<file path="src/rtl/core/fresnel_kernel_generator_defines.svh">
// Assertion macros shared by the kernel generator RTL.
`ifndef FRESNEL_KERNEL_GENERATOR_DEFINES_SVH
`define FRESNEL_KERNEL_GENERATOR_DEFINES_SVH

// Same-cycle implication, disabled while reset is asserted.
`define FKG_ASSERT_IMP(label, clock, resetn, pre, post, msg) \
    label: assert property (@(posedge clock) disable iff (!resetn) (pre) |-> (post)) \
        else $error(msg);

// Next-cycle implication, disabled while reset is asserted.
`define FKG_ASSERT_NXT(label, clock, resetn, pre, post, msg) \
    label: assert property (@(posedge clock) disable iff (!resetn) (pre) |=> (post)) \
        else $error(msg);

`endif

</file>
<file path="src/rtl/core/fkg_pkg.sv">
`timescale 1ns / 1ps
package fkg_pkg;

    localparam int MAX_SIZE     = 1024;
    localparam int OUT_BITS     = 16;

    localparam int SIZE_W       = $clog2(MAX_SIZE + 1);
    localparam int IDX_W        = $clog2(MAX_SIZE);
    localparam int DIFF_W       = SIZE_W + 1;
    // |2*index - size| stays below 2^SIZE_W
    localparam int SQ_W         = 2 * SIZE_W;
    localparam int PHASE_W      = 32;
    localparam int XY_W         = 32;
    localparam int FRAC_BITS    = 30;
    localparam int CORDIC_STEPS = 20;
    // OUT_BITS up to 30: the output keeps fewer fraction bits than the datapath
    localparam int ROUND_SH     = FRAC_BITS - (OUT_BITS - 1);
    // input regs, square, multiply, quadrant split, CORDIC steps, rounding
    localparam int LATENCY      = 4 + CORDIC_STEPS + 1;

    localparam int CFG_IDX_W    = 2;
    localparam int CFG_DATA_W   = 32;

    localparam logic signed [XY_W-1:0] CORDIC_X0 = 32'sd652032874;

    typedef enum logic [CFG_IDX_W-1:0] {
        REG_SIZE_X  = 2'd0,
        REG_SIZE_Y  = 2'd1,
        REG_COEFF_X = 2'd2,
        REG_COEFF_Y = 2'd3
    } fkg_reg_t;

    typedef enum logic [1:0] {
        QUAD_0   = 2'd0,
        QUAD_90  = 2'd1,
        QUAD_180 = 2'd2,
        QUAD_270 = 2'd3
    } fkg_quad_t;

    typedef struct packed {
        logic [IDX_W-1:0] col_index;
        logic [IDX_W-1:0] row_index;
    } fkg_request_t;

    typedef struct packed {
        logic signed [OUT_BITS-1:0] cos_part;
        logic signed [OUT_BITS-1:0] sin_part;
    } fkg_result_t;

    typedef struct packed {
        logic                      valid;
        fkg_quad_t                 quad;
        logic signed [PHASE_W-1:0] angle;
    } fkg_phase_t;

    typedef struct packed {
        logic                      valid;
        fkg_quad_t                 quad;
        logic signed [XY_W-1:0]    x;
        logic signed [XY_W-1:0]    y;
        logic signed [PHASE_W-1:0] angle;
    } fkg_rot_t;

    // atan(2^-i) in 2^-32 turn units
    function automatic logic signed [PHASE_W-1:0] atan_turn(input int idx);
        logic signed [PHASE_W-1:0] a;
        case (idx)
            0:       a = 32'sd536870912;
            1:       a = 32'sd316933406;
            2:       a = 32'sd167458907;
            3:       a = 32'sd85004756;
            4:       a = 32'sd42667331;
            5:       a = 32'sd21354465;
            6:       a = 32'sd10679838;
            7:       a = 32'sd5340245;
            8:       a = 32'sd2670163;
            9:       a = 32'sd1335087;
            10:      a = 32'sd667544;
            11:      a = 32'sd333772;
            12:      a = 32'sd166886;
            13:      a = 32'sd83443;
            14:      a = 32'sd41722;
            15:      a = 32'sd20861;
            16:      a = 32'sd10430;
            17:      a = 32'sd5215;
            18:      a = 32'sd2608;
            19:      a = 32'sd1304;
            default: a = '0;
        endcase
        return a;
    endfunction

endpackage

</file>
<file path="src/rtl/core/fkg_phase.sv">
`timescale 1ns / 1ps
module fkg_phase
(
    input  logic                        clk,
    input  logic                        rst_n,
    input  logic                        accept,
    input  fkg_pkg::fkg_request_t       request,
    input  logic [fkg_pkg::SIZE_W-1:0]  size_x,
    input  logic [fkg_pkg::SIZE_W-1:0]  size_y,
    input  logic [fkg_pkg::PHASE_W-1:0] coeff_x,
    input  logic [fkg_pkg::PHASE_W-1:0] coeff_y,
    output fkg_pkg::fkg_phase_t         phase
);
    import fkg_pkg::*;

    localparam logic [PHASE_W-1:0] EIGHTH = PHASE_W'(1) << (PHASE_W - 3);

    // stage 1: offsets from grid center
    logic                     v1_reg;
    logic signed [DIFF_W-1:0] dx_reg, dy_reg, dx_next, dy_next;
    // stage 2: squares
    logic                     v2_reg;
    logic [SQ_W-1:0]          sqx_reg, sqy_reg;
    logic signed [2*DIFF_W-1:0] sqx_full, sqy_full;
    // stage 3: per-axis phase
    logic                     v3_reg;
    logic [PHASE_W-1:0]       px_reg, py_reg;
    logic [PHASE_W+SQ_W-1:0]  px_full, py_full;
    // stage 4: quadrant split
    logic [PHASE_W-1:0]       turns, shifted, resid;
    logic                     phase_valid_reg;
    fkg_phase_t               phase_reg, phase_next;

    assign dx_next = $signed({1'b0, request.col_index, 1'b0}) - $signed({1'b0, size_x});
    assign dy_next = $signed({1'b0, request.row_index, 1'b0}) - $signed({1'b0, size_y});

    assign sqx_full = dx_reg * dx_reg;
    assign sqy_full = dy_reg * dy_reg;

    assign px_full = coeff_x * sqx_reg;
    assign py_full = coeff_y * sqy_reg;

    always_comb
    begin
        turns   = PHASE_W'(0) - (px_reg + py_reg);
        shifted = turns + EIGHTH;
        phase_next.valid = v3_reg;
        phase_next.quad  = fkg_quad_t'(shifted[PHASE_W-1 -: 2]);
        resid = turns - {shifted[PHASE_W-1 -: 2], {(PHASE_W-2){1'b0}}};
        phase_next.angle = $signed(resid);
    end

    always_ff @(posedge clk or negedge rst_n)
    begin
        if (!rst_n)
        begin
            v1_reg          <= 1'b0;
            v2_reg          <= 1'b0;
            v3_reg          <= 1'b0;
            phase_valid_reg <= 1'b0;
        end
        else
        begin
            v1_reg          <= accept;
            v2_reg          <= v1_reg;
            v3_reg          <= v2_reg;
            phase_valid_reg <= phase_next.valid;
        end
    end

    always_ff @(posedge clk)
    begin
        dx_reg    <= dx_next;
        dy_reg    <= dy_next;
        sqx_reg   <= sqx_full[SQ_W-1:0];
        sqy_reg   <= sqy_full[SQ_W-1:0];
        px_reg    <= px_full[PHASE_W-1:0];
        py_reg    <= py_full[PHASE_W-1:0];
        phase_reg <= phase_next;
    end

    // take the valid bit from the reset register
    always_comb
    begin
        phase       = phase_reg;
        phase.valid = phase_valid_reg;
    end

endmodule

</file>
<file path="config.mk">
export PLATFORM = sky130hd
export DESIGN_NAME = fkg_phase
export DESIGN_NICKNAME = d
export VERILOG_FILES = /design/src/rtl/core/fresnel_kernel_generator_defines.svh /design/src/rtl/core/fkg_pkg.sv /design/src/rtl/core/fkg_phase.sv
export SDC_FILE = /design/constraint.sdc
export NUM_CORES = 2
export LEC_CHECK = 0
export BUFFER_PORTS_ARGS = -buffer_cell sky130_fd_sc_hd__buf_2
export CAP_MARGIN = 20
export CORE_ASPECT_RATIO = 1.4
export CORE_MARGIN = 2
export CORE_UTILIZATION = 55
export DETAILED_ROUTE_END_ITERATION = 10
export PLACE_DENSITY = 0.72
export SYNTH_ARGS = -nofsm -noshare
export SYNTH_HDL_FRONTEND = slang
export SYNTH_SLANG_ARGS = --single-unit
</file>
<file path="constraint.sdc">
create_clock -name clk -period 8.29 [get_ports clk]
set_clock_uncertainty 0.15 [all_clocks]
set_input_delay 0.4145 -clock clk [delete_from_list [all_inputs] [get_ports clk]]
set_output_delay 0.4145 -clock clk [all_outputs]
set_load 0.02 [all_outputs]
</file>
* Yosys cells after proc, flatten, opt, wreduce, memory -nomap -nowiden
Index checks and enable logic that the tools add are counted.
** Word-level totals
- Logic and storage cells :: 22
- Flip-flop bits (word level) :: 170
** Operators by class
- $mul :: 4
- $add $sub $neg :: 6
** Operators by type and width (count)
- $mul A32 B22 Y32 :: 2
- $mul A12 B12 Y22 :: 2
- $add A32 B30 Y32 const B :: 1
- $add A32 B32 Y32 :: 1
- $sub A1 B32 Y32 const A :: 1
- $sub A32 B32 Y32 :: 1
- $sub A11 B11 Y12 :: 2

* Depth between registers and ports, before layout
- Depth after elaboration :: 4
- Mapped depth :: 24
- Gate-level depth less buffers :: 23

* Worst setup path after synthesis
No wires, ideal clock.
- Path type :: input to register
- Start point :: input coeff_x[12] (netlist bit)
- End point :: register px_reg[24]
- Slack :: 1837 ps
- Stages on the path :: 22
- Required time :: 8019 ps
- Setup time :: 121 ps
- Arrival time :: 6182 ps
- Cells stage by stage :: clkbuf_1 > clkbuf_1 > and2_1 > ha_1 > inv_1 > fa_1 > fa_1 > inv_1 > fa_1 > inv_1 > fa_1 > inv_1 > fa_1 > fa_1 > ha_1 > and3_1 > a221oi_1 > o21bai_1 > a31o_2 > a21o_1 > a211o_1 > xor2_1
** On the way
- Cells in the longest elaborated chain, start to end :: 1
** Ends and longest elaborated chain
- from (decl) :: RTL line fkg_phase.sv:10 : input logic [fkg_pkg::PHASE_W-1:0] coeff_x,
- $mul A32 B22 Y32 :: RTL line fkg_phase.sv:40 : assign px_full = coeff_x * sqx_reg;
- net px_full[24] :: RTL line fkg_phase.sv:28 : logic [PHASE_W+SQ_W-1:0] px_full, py_full;
- to (signal assigned) :: RTL line fkg_phase.sv:77 : px_reg <= px_full[PHASE_W-1:0];
- to (decl) :: RTL line fkg_phase.sv:27 : logic [PHASE_W-1:0] px_reg, py_reg;
The timed path passes the listed nets, and every way through them passes these cells.

* Final worst setup path
- Start point :: register sqx_reg[2]
- End point :: register px_reg[30]
** On the way
- Cells in the longest elaborated chain, start to end :: 1
** Ends and longest elaborated chain
- from (decl) :: RTL line fkg_phase.sv:23 : logic [SQ_W-1:0] sqx_reg, sqy_reg;
- from (signal assigned) :: RTL line fkg_phase.sv:75 : sqx_reg <= sqx_full[SQ_W-1:0];
- $mul A32 B22 Y32 :: RTL line fkg_phase.sv:40
- net px_full[30] :: RTL line fkg_phase.sv:28
The timed path passes the listed nets, and every way through them passes these cells.

==> flow_metrics.env <==
export IMPL_status="complete, no violations"
export IMPL_cts_tree="built"
export IMPL_dpl_hpwl_um=81800
export IMPL_grt_overflow_total=0
export IMPL_postCtsHoldBufs=4
export IMPL_setup_tns_ps=0
export IMPL_drc=0
export IMPL_cp_arrival_ps=7540
export IMPL_worst_pin_slew_ps=1110
export IMPL_finalMaxSlewViolations=0
export IMPL_yosys_most_used_dff="dfxtp_1"
export IMPL_timing_fmax_mhz=137
export IMPL_ys_top_cells_by_area="fa_1, ha_1, inv_1"
export IMPL_firstDrtPassIters=5
export IMPL_gp_congestion=0.898
export IMPL_cts_resized_gates=0
export IMPL_post_cts_buffers=0
export IMPL_rsz0062_at_grt="no"
export IMPL_avgViaCountPerCell=5.31
export IMPL_synth_top_area_cell="fa_1"
export IMPL_avgRoutedWirePerCell_um=17.8
export IMPL_crit_type="reg -> reg"
export IMPL_syn2layout_area_growth_pct=4.90
export IMPL_die_y_um=331
export IMPL_layout_min_cycle_time_ps=7280
export IMPL_clockBufferDepth=2
export IMPL_die_area_um2=78800
export IMPL_worstPathRequired_ps=8560
export IMPL_nets=6018
export IMPL_start_util_pct=55.3
export IMPL_clock_sinks=166
export IMPL_first_global_vias=33202
export IMPL_cp_start_kind="flop"
export IMPL_ios=144
export IMPL_hold_class="in -> async"
export IMPL_async_flop_share_pct=2.41
export IMPL_yosysTopAreaCellShare_pct=43.7
export IMPL_grt_pass1_wl_um=166000
export IMPL_cts_buffers=17
export IMPL_htreeDepth=4
export IMPL_grt_max_degree=29
export IMPL_synth_seq_cells=166
export IMPL_fin_util_pct=58.0
export IMPL_yosysMostFrequentCell="inv_1"
export IMPL_cts_root_buffer="clkbuf_16"
export IMPL_synthDistinctLibCells=61
export IMPL_insertion_delay_ps=490
export IMPL_maxCapViolations=0
export IMPL_ant_nets=0
export IMPL_setup_viol=0
export IMPL_yosysWarnings=0
export IMPL_fin_area_um2=44100
export IMPL_die_width_um=238
export IMPL_hold_violations=0
export IMPL_rows=120
export IMPL_dpl_cell_area_um2=43500
export IMPL_synth_seq_area_share_pct=7.95
export IMPL_synth_cells=4582
export IMPL_grt_use_total_pct=27.0
export IMPL_drt_total_wl_um=99500
export IMPL_antenna_found_initial=4
export IMPL_slew_headroom_pct=25.6
export IMPL_core_region_area_um2=76100
export IMPL_io_buffers=143
export IMPL_drt_iter0_markers=1423
export IMPL_syn_area_um2=42100
export IMPL_synth_common_cells="inv_1, fa_1, and2_1"
export IMPL_path_clk_slew_ps=80
export IMPL_synth_area_per_cell_um2=9.18
export IMPL_endpoint_kind="flop"
export IMPL_synth_edff_count=0
export IMPL_drive_gt1_share_pct=4.48
export IMPL_min_period_over_period_pct=87.8
export IMPL_vias=29636
export IMPL_cp_max_fo=22
[layout make-up]
type                       count  area [µm²]
tap                          976        1220
inverter                    1098        4120
sequential                   166        3340
antenna                        3        7.51
clock buffer                  17         425
clock inverter                15         209
multi-input combinational   3139       33900
fill                        6719       32000
timing repair buffer         164         883
[worst max-delay path, cell delays in order, from the launching register on]
cell and delay, ps:
dfxtp_1 960, and2_1 240, ha_1 230, inv_1 70
fa_1 430, fa_1 540, inv_1 50, fa_1 510
inv_1 60, fa_1 530, inv_1 50, fa_1 500
fa_1 420, ha_1 360, and3_1 180, a221oi_1 680
o21ai_0 360, a211oi_1 440, o31ai_1 150, a21oi_1 190
xnor2_1 130
[per-layer routing]
layer,wire [µm],up-vias,GRT usage [%]
met2,53100,787,49.9
met4,5310,0,13.0
li1,-,13445,-
met3,4560,280,3.27
met1,36600,15124,30.7
met5,0,-,0
[through the flow]
step	hold WS (ps)	setup slack, ps	cells
2_1_floorplan	-31.1	1840	4583
3_3_place_gp	67.8	1110	5539
3_5_place_dp	70.0	1010	5539
4_1_cts	57.9	1060	5575
5_1_grt	78.5	621	5576
6_report	90.3	1010	5578
[worst paths after layout]
path | start | to | slack, ps | cells after the start
max in group asynchronous | rst_n | v1_reg$_DFF_PN0_ | 7790 | 2
worst max-delay path | sqx_reg[2]$_DFF_P_ | px_reg[30]$_DFF_P_ | 1010 | 20
min in group clk | size_x[1] | dx_reg[1]$_DFF_P_ | 110 | 3
worst max register to register | sqx_reg[2]$_DFF_P_ | px_reg[30]$_DFF_P_ | 1010 | 20
worst min register to register | v3_reg$_DFF_PN0_ | phase_valid_reg$_DFF_PN0_ | 210 | 0
worst min-delay path | rst_n | phase_valid_reg$_DFF_PN0_ | 90 | 2
[logic make-up after synthesis]
kind of cell / synth area share [%]
adders and majority gates: 55.7
and+or+nand+nor: 15.7
buffers and inverters: 11.4
AOI/OAI and AO/OA: 4.57
xor gates and xnor gates: 4.48
DFF: 7.95
muxes: 0.0773
other: 0.00891
[cells in the final DEF (no fill, tap or decap), types with 25 or more instances in the layout]
master      n
a21o_1     25
nor3_1     28
inv_1    1098
fa_1      919
nand2_1   499
a21oi_1    87
xnor2_1   173
buf_2     143
and2_1    582
nor2_1     83
nand3_1    25
xor2_1     42
dfxtp_1   162
o21ai_0    52
ha_1      404
Power is left out: the tool's default activity adds up to more than one toggle a clock period on the data nets, which glitch-free logic cannot reach.
