<file path="config.mk">
export PLATFORM = sky130hd
export DESIGN_NAME = fkg_round
export DESIGN_NICKNAME = d
export VERILOG_FILES = /design/src/rtl/core/fresnel_kernel_generator_defines.svh /design/src/rtl/core/fkg_pkg.sv /design/src/rtl/core/fkg_round.sv
export SDC_FILE = /design/constraint.sdc
export NUM_CORES = 1
export LEC_CHECK = 0
export BUFFER_PORTS_ARGS = -buffer_cell sky130_fd_sc_hd__buf_2
export CORE_MARGIN = 8
export CORE_UTILIZATION = 40
export CTS_BUF_LIST = sky130_fd_sc_hd__clkbuf_8
export CTS_CLUSTER_DIAMETER = 40
export CTS_CLUSTER_SIZE = 24
export DETAILED_ROUTE_END_ITERATION = 8
export HOLD_SLACK_MARGIN = 0.15
export PLACE_DENSITY = 0.69
export SYNTH_ARGS = -nofsm -noshare
export SYNTH_HDL_FRONTEND = slang
export SYNTH_SLANG_ARGS = --single-unit
export TNS_END_PERCENT = 50
</file>
<file path="constraint.sdc">
create_clock -name clk -period 0.8 [get_ports clk]
set_input_delay 0.04 -clock clk [delete_from_list [all_inputs] [get_ports clk]]
set_output_delay 0.04 -clock clk [all_outputs]
set_load 0.05 [all_outputs]
</file>
<file path="src/rtl/core/fresnel_kernel_generator_defines.svh">
// Assertion macros shared by the kernel generator RTL.
`ifndef FRESNEL_KERNEL_GENERATOR_DEFINES_SVH
`define FRESNEL_KERNEL_GENERATOR_DEFINES_SVH

// Same-cycle implication, disabled while reset is asserted.
`define FKG_ASSERT_IMP(label, clock, resetn, pre, post, msg) \
    label: assert property (@(posedge clock) disable iff (!resetn) (pre) |-> (post)) \
        else $error(msg);

// Next-cycle implication, disabled while reset is asserted.
`define FKG_ASSERT_NXT(label, clock, resetn, pre, post, msg) \
    label: assert property (@(posedge clock) disable iff (!resetn) (pre) |=> (post)) \
        else $error(msg);

`endif

</file>
<file path="src/rtl/core/fkg_pkg.sv">
`timescale 1ns / 1ps
package fkg_pkg;

    localparam int MAX_SIZE     = 1024;
    localparam int OUT_BITS     = 16;

    localparam int SIZE_W       = $clog2(MAX_SIZE + 1);
    localparam int IDX_W        = $clog2(MAX_SIZE);
    localparam int DIFF_W       = SIZE_W + 1;
    // |2*index - size| stays below 2^SIZE_W
    localparam int SQ_W         = 2 * SIZE_W;
    localparam int PHASE_W      = 32;
    localparam int XY_W         = 32;
    localparam int FRAC_BITS    = 30;
    localparam int CORDIC_STEPS = 20;
    // OUT_BITS up to 30: the output keeps fewer fraction bits than the datapath
    localparam int ROUND_SH     = FRAC_BITS - (OUT_BITS - 1);
    // input regs, square, multiply, quadrant split, CORDIC steps, rounding
    localparam int LATENCY      = 4 + CORDIC_STEPS + 1;

    localparam int CFG_IDX_W    = 2;
    localparam int CFG_DATA_W   = 32;

    localparam logic signed [XY_W-1:0] CORDIC_X0 = 32'sd652032874;

    typedef enum logic [CFG_IDX_W-1:0] {
        REG_SIZE_X  = 2'd0,
        REG_SIZE_Y  = 2'd1,
        REG_COEFF_X = 2'd2,
        REG_COEFF_Y = 2'd3
    } fkg_reg_t;

    typedef enum logic [1:0] {
        QUAD_0   = 2'd0,
        QUAD_90  = 2'd1,
        QUAD_180 = 2'd2,
        QUAD_270 = 2'd3
    } fkg_quad_t;

    typedef struct packed {
        logic [IDX_W-1:0] col_index;
        logic [IDX_W-1:0] row_index;
    } fkg_request_t;

    typedef struct packed {
        logic signed [OUT_BITS-1:0] cos_part;
        logic signed [OUT_BITS-1:0] sin_part;
    } fkg_result_t;

    typedef struct packed {
        logic                      valid;
        fkg_quad_t                 quad;
        logic signed [PHASE_W-1:0] angle;
    } fkg_phase_t;

    typedef struct packed {
        logic                      valid;
        fkg_quad_t                 quad;
        logic signed [XY_W-1:0]    x;
        logic signed [XY_W-1:0]    y;
        logic signed [PHASE_W-1:0] angle;
    } fkg_rot_t;

    // atan(2^-i) in 2^-32 turn units
    function automatic logic signed [PHASE_W-1:0] atan_turn(input int idx);
        logic signed [PHASE_W-1:0] a;
        case (idx)
            0:       a = 32'sd536870912;
            1:       a = 32'sd316933406;
            2:       a = 32'sd167458907;
            3:       a = 32'sd85004756;
            4:       a = 32'sd42667331;
            5:       a = 32'sd21354465;
            6:       a = 32'sd10679838;
            7:       a = 32'sd5340245;
            8:       a = 32'sd2670163;
            9:       a = 32'sd1335087;
            10:      a = 32'sd667544;
            11:      a = 32'sd333772;
            12:      a = 32'sd166886;
            13:      a = 32'sd83443;
            14:      a = 32'sd41722;
            15:      a = 32'sd20861;
            16:      a = 32'sd10430;
            17:      a = 32'sd5215;
            18:      a = 32'sd2608;
            19:      a = 32'sd1304;
            default: a = '0;
        endcase
        return a;
    endfunction

endpackage

</file>
<file path="src/rtl/core/fkg_round.sv">
`timescale 1ns / 1ps
module fkg_round
(
    input  logic                 clk,
    input  logic                 rst_n,
    input  fkg_pkg::fkg_rot_t    rotated,
    output logic                 done,
    output fkg_pkg::fkg_result_t result
);
    import fkg_pkg::*;

    localparam int WIDE_W = XY_W + 2;
    localparam logic signed [WIDE_W-1:0] HALF    = WIDE_W'(1) <<< (ROUND_SH - 1);
    localparam logic signed [WIDE_W-1:0] OUT_MAX = WIDE_W'((1 << (OUT_BITS - 1)) - 1);
    localparam logic signed [WIDE_W-1:0] OUT_MIN = -OUT_MAX - WIDE_W'(1);

    logic signed [WIDE_W-1:0] xe, ye, c, s;
    logic                     done_reg;
    fkg_result_t              result_reg, result_next;

    function automatic logic signed [OUT_BITS-1:0] round_sat(input logic signed [WIDE_W-1:0] v);
        logic signed [WIDE_W-1:0] r;
        r = (v + HALF) >>> ROUND_SH;
        if (r > OUT_MAX)
            r = OUT_MAX;
        else if (r < OUT_MIN)
            r = OUT_MIN;
        return r[OUT_BITS-1:0];
    endfunction

    assign xe = WIDE_W'(rotated.x);
    assign ye = WIDE_W'(rotated.y);

    // apply the quarter turn exactly
    always_comb
    begin
        case (rotated.quad)
            QUAD_0:
            begin
                c = xe;
                s = ye;
            end
            QUAD_90:
            begin
                c = -ye;
                s = xe;
            end
            QUAD_180:
            begin
                c = -xe;
                s = -ye;
            end
            default:
            begin
                c = ye;
                s = -xe;
            end
        endcase
        result_next.cos_part = round_sat(c);
        result_next.sin_part = round_sat(s);
    end

    always_ff @(posedge clk or negedge rst_n)
    begin
        if (!rst_n)
            done_reg <= 1'b0;
        else
            done_reg <= rotated.valid;
    end

    always_ff @(posedge clk)
    begin
        result_reg <= result_next;
    end

    assign done   = done_reg;
    assign result = result_reg;

endmodule

</file>
After elaboration in Yosys (flattened, before gate mapping):

Cells that the tools add are included.

* register bits: 33
* bits in latches: 0
* RAM bits: 0
* bits in read-only memories: 0
* input port bits: 101
* output and inout bits: 33
* logic and storage cells: 18
* memories kept: 0

* $add $sub $neg: 4
* $mul: 0
* div/mod/pow operators: 0
* $lt $le $gt $ge: 4
* equal/unequal tests: 2
* shift-type cells: 0
* mux-type cells: 4
* bitwise operators: 0
* reductions and logical operators: 1

Operators by type and width (count)
* 34-bit case mux with 3 select lines: 2
* 34-bit by 16-bit adder with 34-bit output (second input constant): 2
* 32-bit negation with 34-bit output: 2
* 19-bit by 16-bit greater-than comparator with 1-bit output (second input constant): 2
* 19-bit by 16-bit < comparator with 1-bit output (second input constant): 2
* 16-bit 2-to-1 mux: 2
* 2-bit by 1-bit equality test with 1-bit output (second input constant): 1
* 2-bit equality test (second input constant): 1
* 2-bit logical NOT: 1

Logic depth before layout (Yosys ltp):

* depth after elaboration: 5
* mapped depth: 16

Worst setup path before layout:

OpenSTA, ideal clock, no wires.

* path type: input to register
* from: input port rotated[51] (netlist bit)
* to: register result_reg (netlist bit result[9])
* library setup time: 0.119 ns
* arrival: 3.283 ns
* data required time: 0.681 ns
* setup slack: -2.603 ns
* stages on the path: 12
* path buffers: 3
* path through: buf_6 or4_4 or4_1 buf_2 or4_4 a311o_1 nor4_4 nand3_2 or3_4 a21boi_4 buf_12 o21ai_2

* word-level cells in the longest chain between the ends: 5

Ends and longest elaborated chain
* start, declared: RTL line fkg_round.sv:6 `input fkg_pkg::fkg_rot_t rotated,`
* 32-bit negation with 34-bit output: RTL line fkg_round.sv:51 `s = -ye;`
* 34-bit case mux with 3 select lines *: RTL line fkg_round.sv:37 `case (rotated.quad)`
* 34-bit by 16-bit adder with 34-bit output *: RTL line fkg_round.sv:23 `r = (v + HALF) >>> ROUND_SH;`
* 19-bit by 16-bit < comparator with 1-bit output: RTL line fkg_round.sv:26 `else if (r < OUT_MIN)`
* 16-bit 2-to-1 mux: RTL line fkg_round.sv:26
* end signal, assigned: RTL line fkg_round.sv:73 `result_reg <= result_next;`
* end, declared: RTL line fkg_round.sv:19 `fkg_result_t result_reg, result_next;`

Mark *: on every way between the ends. The rest lies on a longest branch, timed or not.
A chain may end at the register's enable or synchronous reset.

Worst setup path after layout:

* from: input port rotated[38] (netlist bit)
* to: register result_reg (netlist bit result[7])

The elaborated chain is that of the path after synthesis.

==> summary.md <==
| Metric | Value |
|---|---|
| Clock Path Buffers | `2` |
| Initial Util | `roughly 40%` |
| Unrepaired setup endpoints after global routing | `true` |
| Worst Hold End | `done` |
| Final Slew Violations | `0` |
| Final nets | `around 900` |
| Synth Net Count | `635` |
| Critical Path, Cell by Cell | `buf_8 > or4_4 > or4_4 > buf_6 > o211ai_1 > a21oi_1 > or3_4 > nor4_4 > buf_4 > nand4_1 > o21a_1 > a211o_1 > buf_12 > o21ai_1` |
| Hold/Removal Path Class | `primary input to flop` |
| Post-Place Cells | `about 940` |
| Synth area leaders | `dfxtp_1, nand2_1, mux2i_1` |
| Pre-antenna DRT Iters | `6` |
| Final period utilization | `402%` |
| Largest net degree at the start of global routing | `33` |
| Critical path's largest stage delay | `roughly 0.54 ns` |
| Most common cell after layout, fill and taps aside | `buf_4` |
| Synth Register Bits | `33` |
| Clock power frac | `between 10% and 20%` |
| Buf/Inv on CP | `4` |
| PD cells | `1230 nW/um^2` |
| Failing checks | `setup timing` |
| CTS Buf Count | `5` |
| Final Cell Area | `around 6900 um^2` |
| Outcome | `finished with violations` |
| Critical path required time | `between 1 and 1.5 ns` |
| Final setup fails | `65` |
| Initial DRC Count | `390` |
| H-tree Lvls | `2` |
| Reg power frac | `between 20% and 30%` |
| Critical path peak fanout | `14` |
| Most frequent cells in the layout | `buf_4, buf_2, nand2_1` |
| CP max-delay cell | `or4_4` |
| Switching pwr | `3580 uW` |
| Ys async rst share | `between 3 and 4%` |
| VDD IR max | `around 0.94 mV` |
| Number of global-route vias before repair | `about 5.7k` |
| Post-DP HPWL | `approximately 14,000 um` |
| Number of synthesis warnings | `0` |
| Die footprint | `between 10,000 and 15,000 um^2` |
| CTS tree | `yes` |
| Antenna Nets Post-Route | `0` |
| Post-synth EDFFs | `0` |
| Layout cell share with drive strength beyond 1 | `52.5%` |
| Combinational Power Share | `between 50% and 60%` |
| Width of the die | `between 100 and 150 um` |
| FP Rows | `37` |
| Synth cell types | `85` |
| Core Area | `around 10,000 um^2` |
| First-pass GRT wire length | `slightly below 30,000 um` |
| Relative slew slack | `slightly below 70%` |
| LEAKAGE | `between 0.002 and 0.003 uW` |
| Largest area contributor in the netlist | `dfxtp_1` |
| Post-synthesis instance total | `532` |
| Yosys top cell area share | `15.5%` |
| Clock slew at reported path FFs | `about 0.07 ns` |
| Dominant synthesized flop cell | `dfxtp_1` |
| DRC Markers | `0` |
| Gr usage total | `about 25%` |
| Critical path startpoint category | `primary input` |
| Sequential-to-total area share from yosys stat | `16.1%` |
| Dpl ws | `-2.87 ns` |
| Clock Sinks | `33` |
| Crit Path Class | `primary input to flop` |
| Int Pwr | `roughly 5000 uW` |
| # IOs | `134` |
| Largest register FFs | `32` |
| Placed cell areas | `slightly above 6000 um^2` |
| Most frequent CP cell | `or4_4` |
| Fmax achieved | `slightly above 0.3 GHz` |
| Net Sw Frac | `a little over two fifths` |
| Hold path start | `rotated[98]` |
| Final cell count without fillers | `approximately 960` |
| Final hold viol count | `0` |
| Final wirelength | `18,000 um` |
| Final setup margin | `-2.41 ns` |
| Worst slew pin tran | `approximately 0.47 ns` |
| Mapped Area | `4140 um^2` |
| CP top delay family | `simple AND/OR/NAND/NOR gates` |
| Routed length per placed instance | `~19 um` |
| Die span in y | `between 100 and 150 um` |
| Initial antenna violation count | `1` |
| Final min period | `roughly 3.2 ns` |
| Total gr overflow | `0` |
| Max Cap Viol | `0` |
| Area Growth Syn to Fin | `66.5%` |
| Fill cells | `about 860` |
| Crit path capture type | `flop` |
| GP Congestion | `0.914` |
| Port Buffers | `just over 100` |
| Worst hold stages | `2` |
| Sum Neg Setup Slack | `-74.95 ns` |
| Post-DR vias/cell | `about 5.8` |
| Root buf cell | `clkbuf_8` |
| Synth Area per Inst | `7.79 um^2` |
| Via Count | `5,517` |
| CP arrival | `between 3 and 4 ns` |
## synth_stat cells (all sizes together) (14+ instances only)
cell and n:
nand2 47, clkbuf 21, nor3 22, nand3 20, a21oi 18, xnor2 17, dfxtp 32, nand4 16
mux2i 18, o21ai 48, or4 14, nor4 19, nor2 40, buf 20
## how the worst max path moves through the flow
stage,depth (start not counted),startpoint,end
2_1_floorplan,12,rotated[51],result[9]
3_3_place_gp,13,rotated[38],result[6]
3_5_place_dp,17,rotated[38],result[19]
4_1_cts,12,rotated[38],result[7]
5_1_grt,14,rotated[38],result[6]
6_report,14,rotated[38],result[7]
## repair_timing
item | CTS | global route
hold endpoints to repair | 2 | 0
setup buffers | 7 | 5
resized for setup | 145 | 12
pin swaps | 10 | 8
endpoints found under the setup margin | 65 | 65
hold buffers | 3 | 0
## cells by family (layout without fill, tap and decap cells)
group                      count (synthesis)  in the layout  share of synthesized area (%)
and+or+nand+nor                          232            232                           34.5
AOI/OAI and AO/OA                        156            156                           27.3
buffers and inverters                     52            341                           7.22
DFF                                       33             33                           16.1
xor gates and xnor gates                  30             30                           6.34
muxes                                     27             27                           7.97
adders and majority gates                  2              2                          0.604
other                                      0              1                              0
## power groups by stage
stage,Sequential (uW),Clock [uW],Combinational (uW)
final,2190,1240,5070
after global routing,2210,1300,5340
after CTS,2170,1250,4930
after detailed placement,2030,0,4280
after global placement,2020,0,4200
after floorplan,3040,0,1580
## layer usage
layer,GRT usage (%),wire [um]
met5,0,0
met4,12.8,757
met3,3.55,1040
met2,44.9,9080
met1,28.6,7140
## stage by stage
step	util, %	total power (uW)	hold slack, ns
6_report	67.7	8490	0.437
5_1_grt	67.7	8850	0.439
4_1_cts	66.8	8340	0.389
3_5_place_dp	60.8	6300	-0.181
3_3_place_gp	60.8	6220	-0.185
2_1_floorplan	-	4620	-0.256
## cell type report
type	instances	area, um^2	share of cell area, %
Tap cell	136	170	2.47
Clock inverter	3	11.3	0.163
Timing Repair Buffer	322	2590	37.5
Inverter	11	41.3	0.599
Clock buffer	5	68.8	0.998
Multi-Input combinational cell	447	3310	48.0
Sequential cell	33	706	10.2
Antenna cell	1	2.50	0.0363
Power figures use the tool's default switching activity.
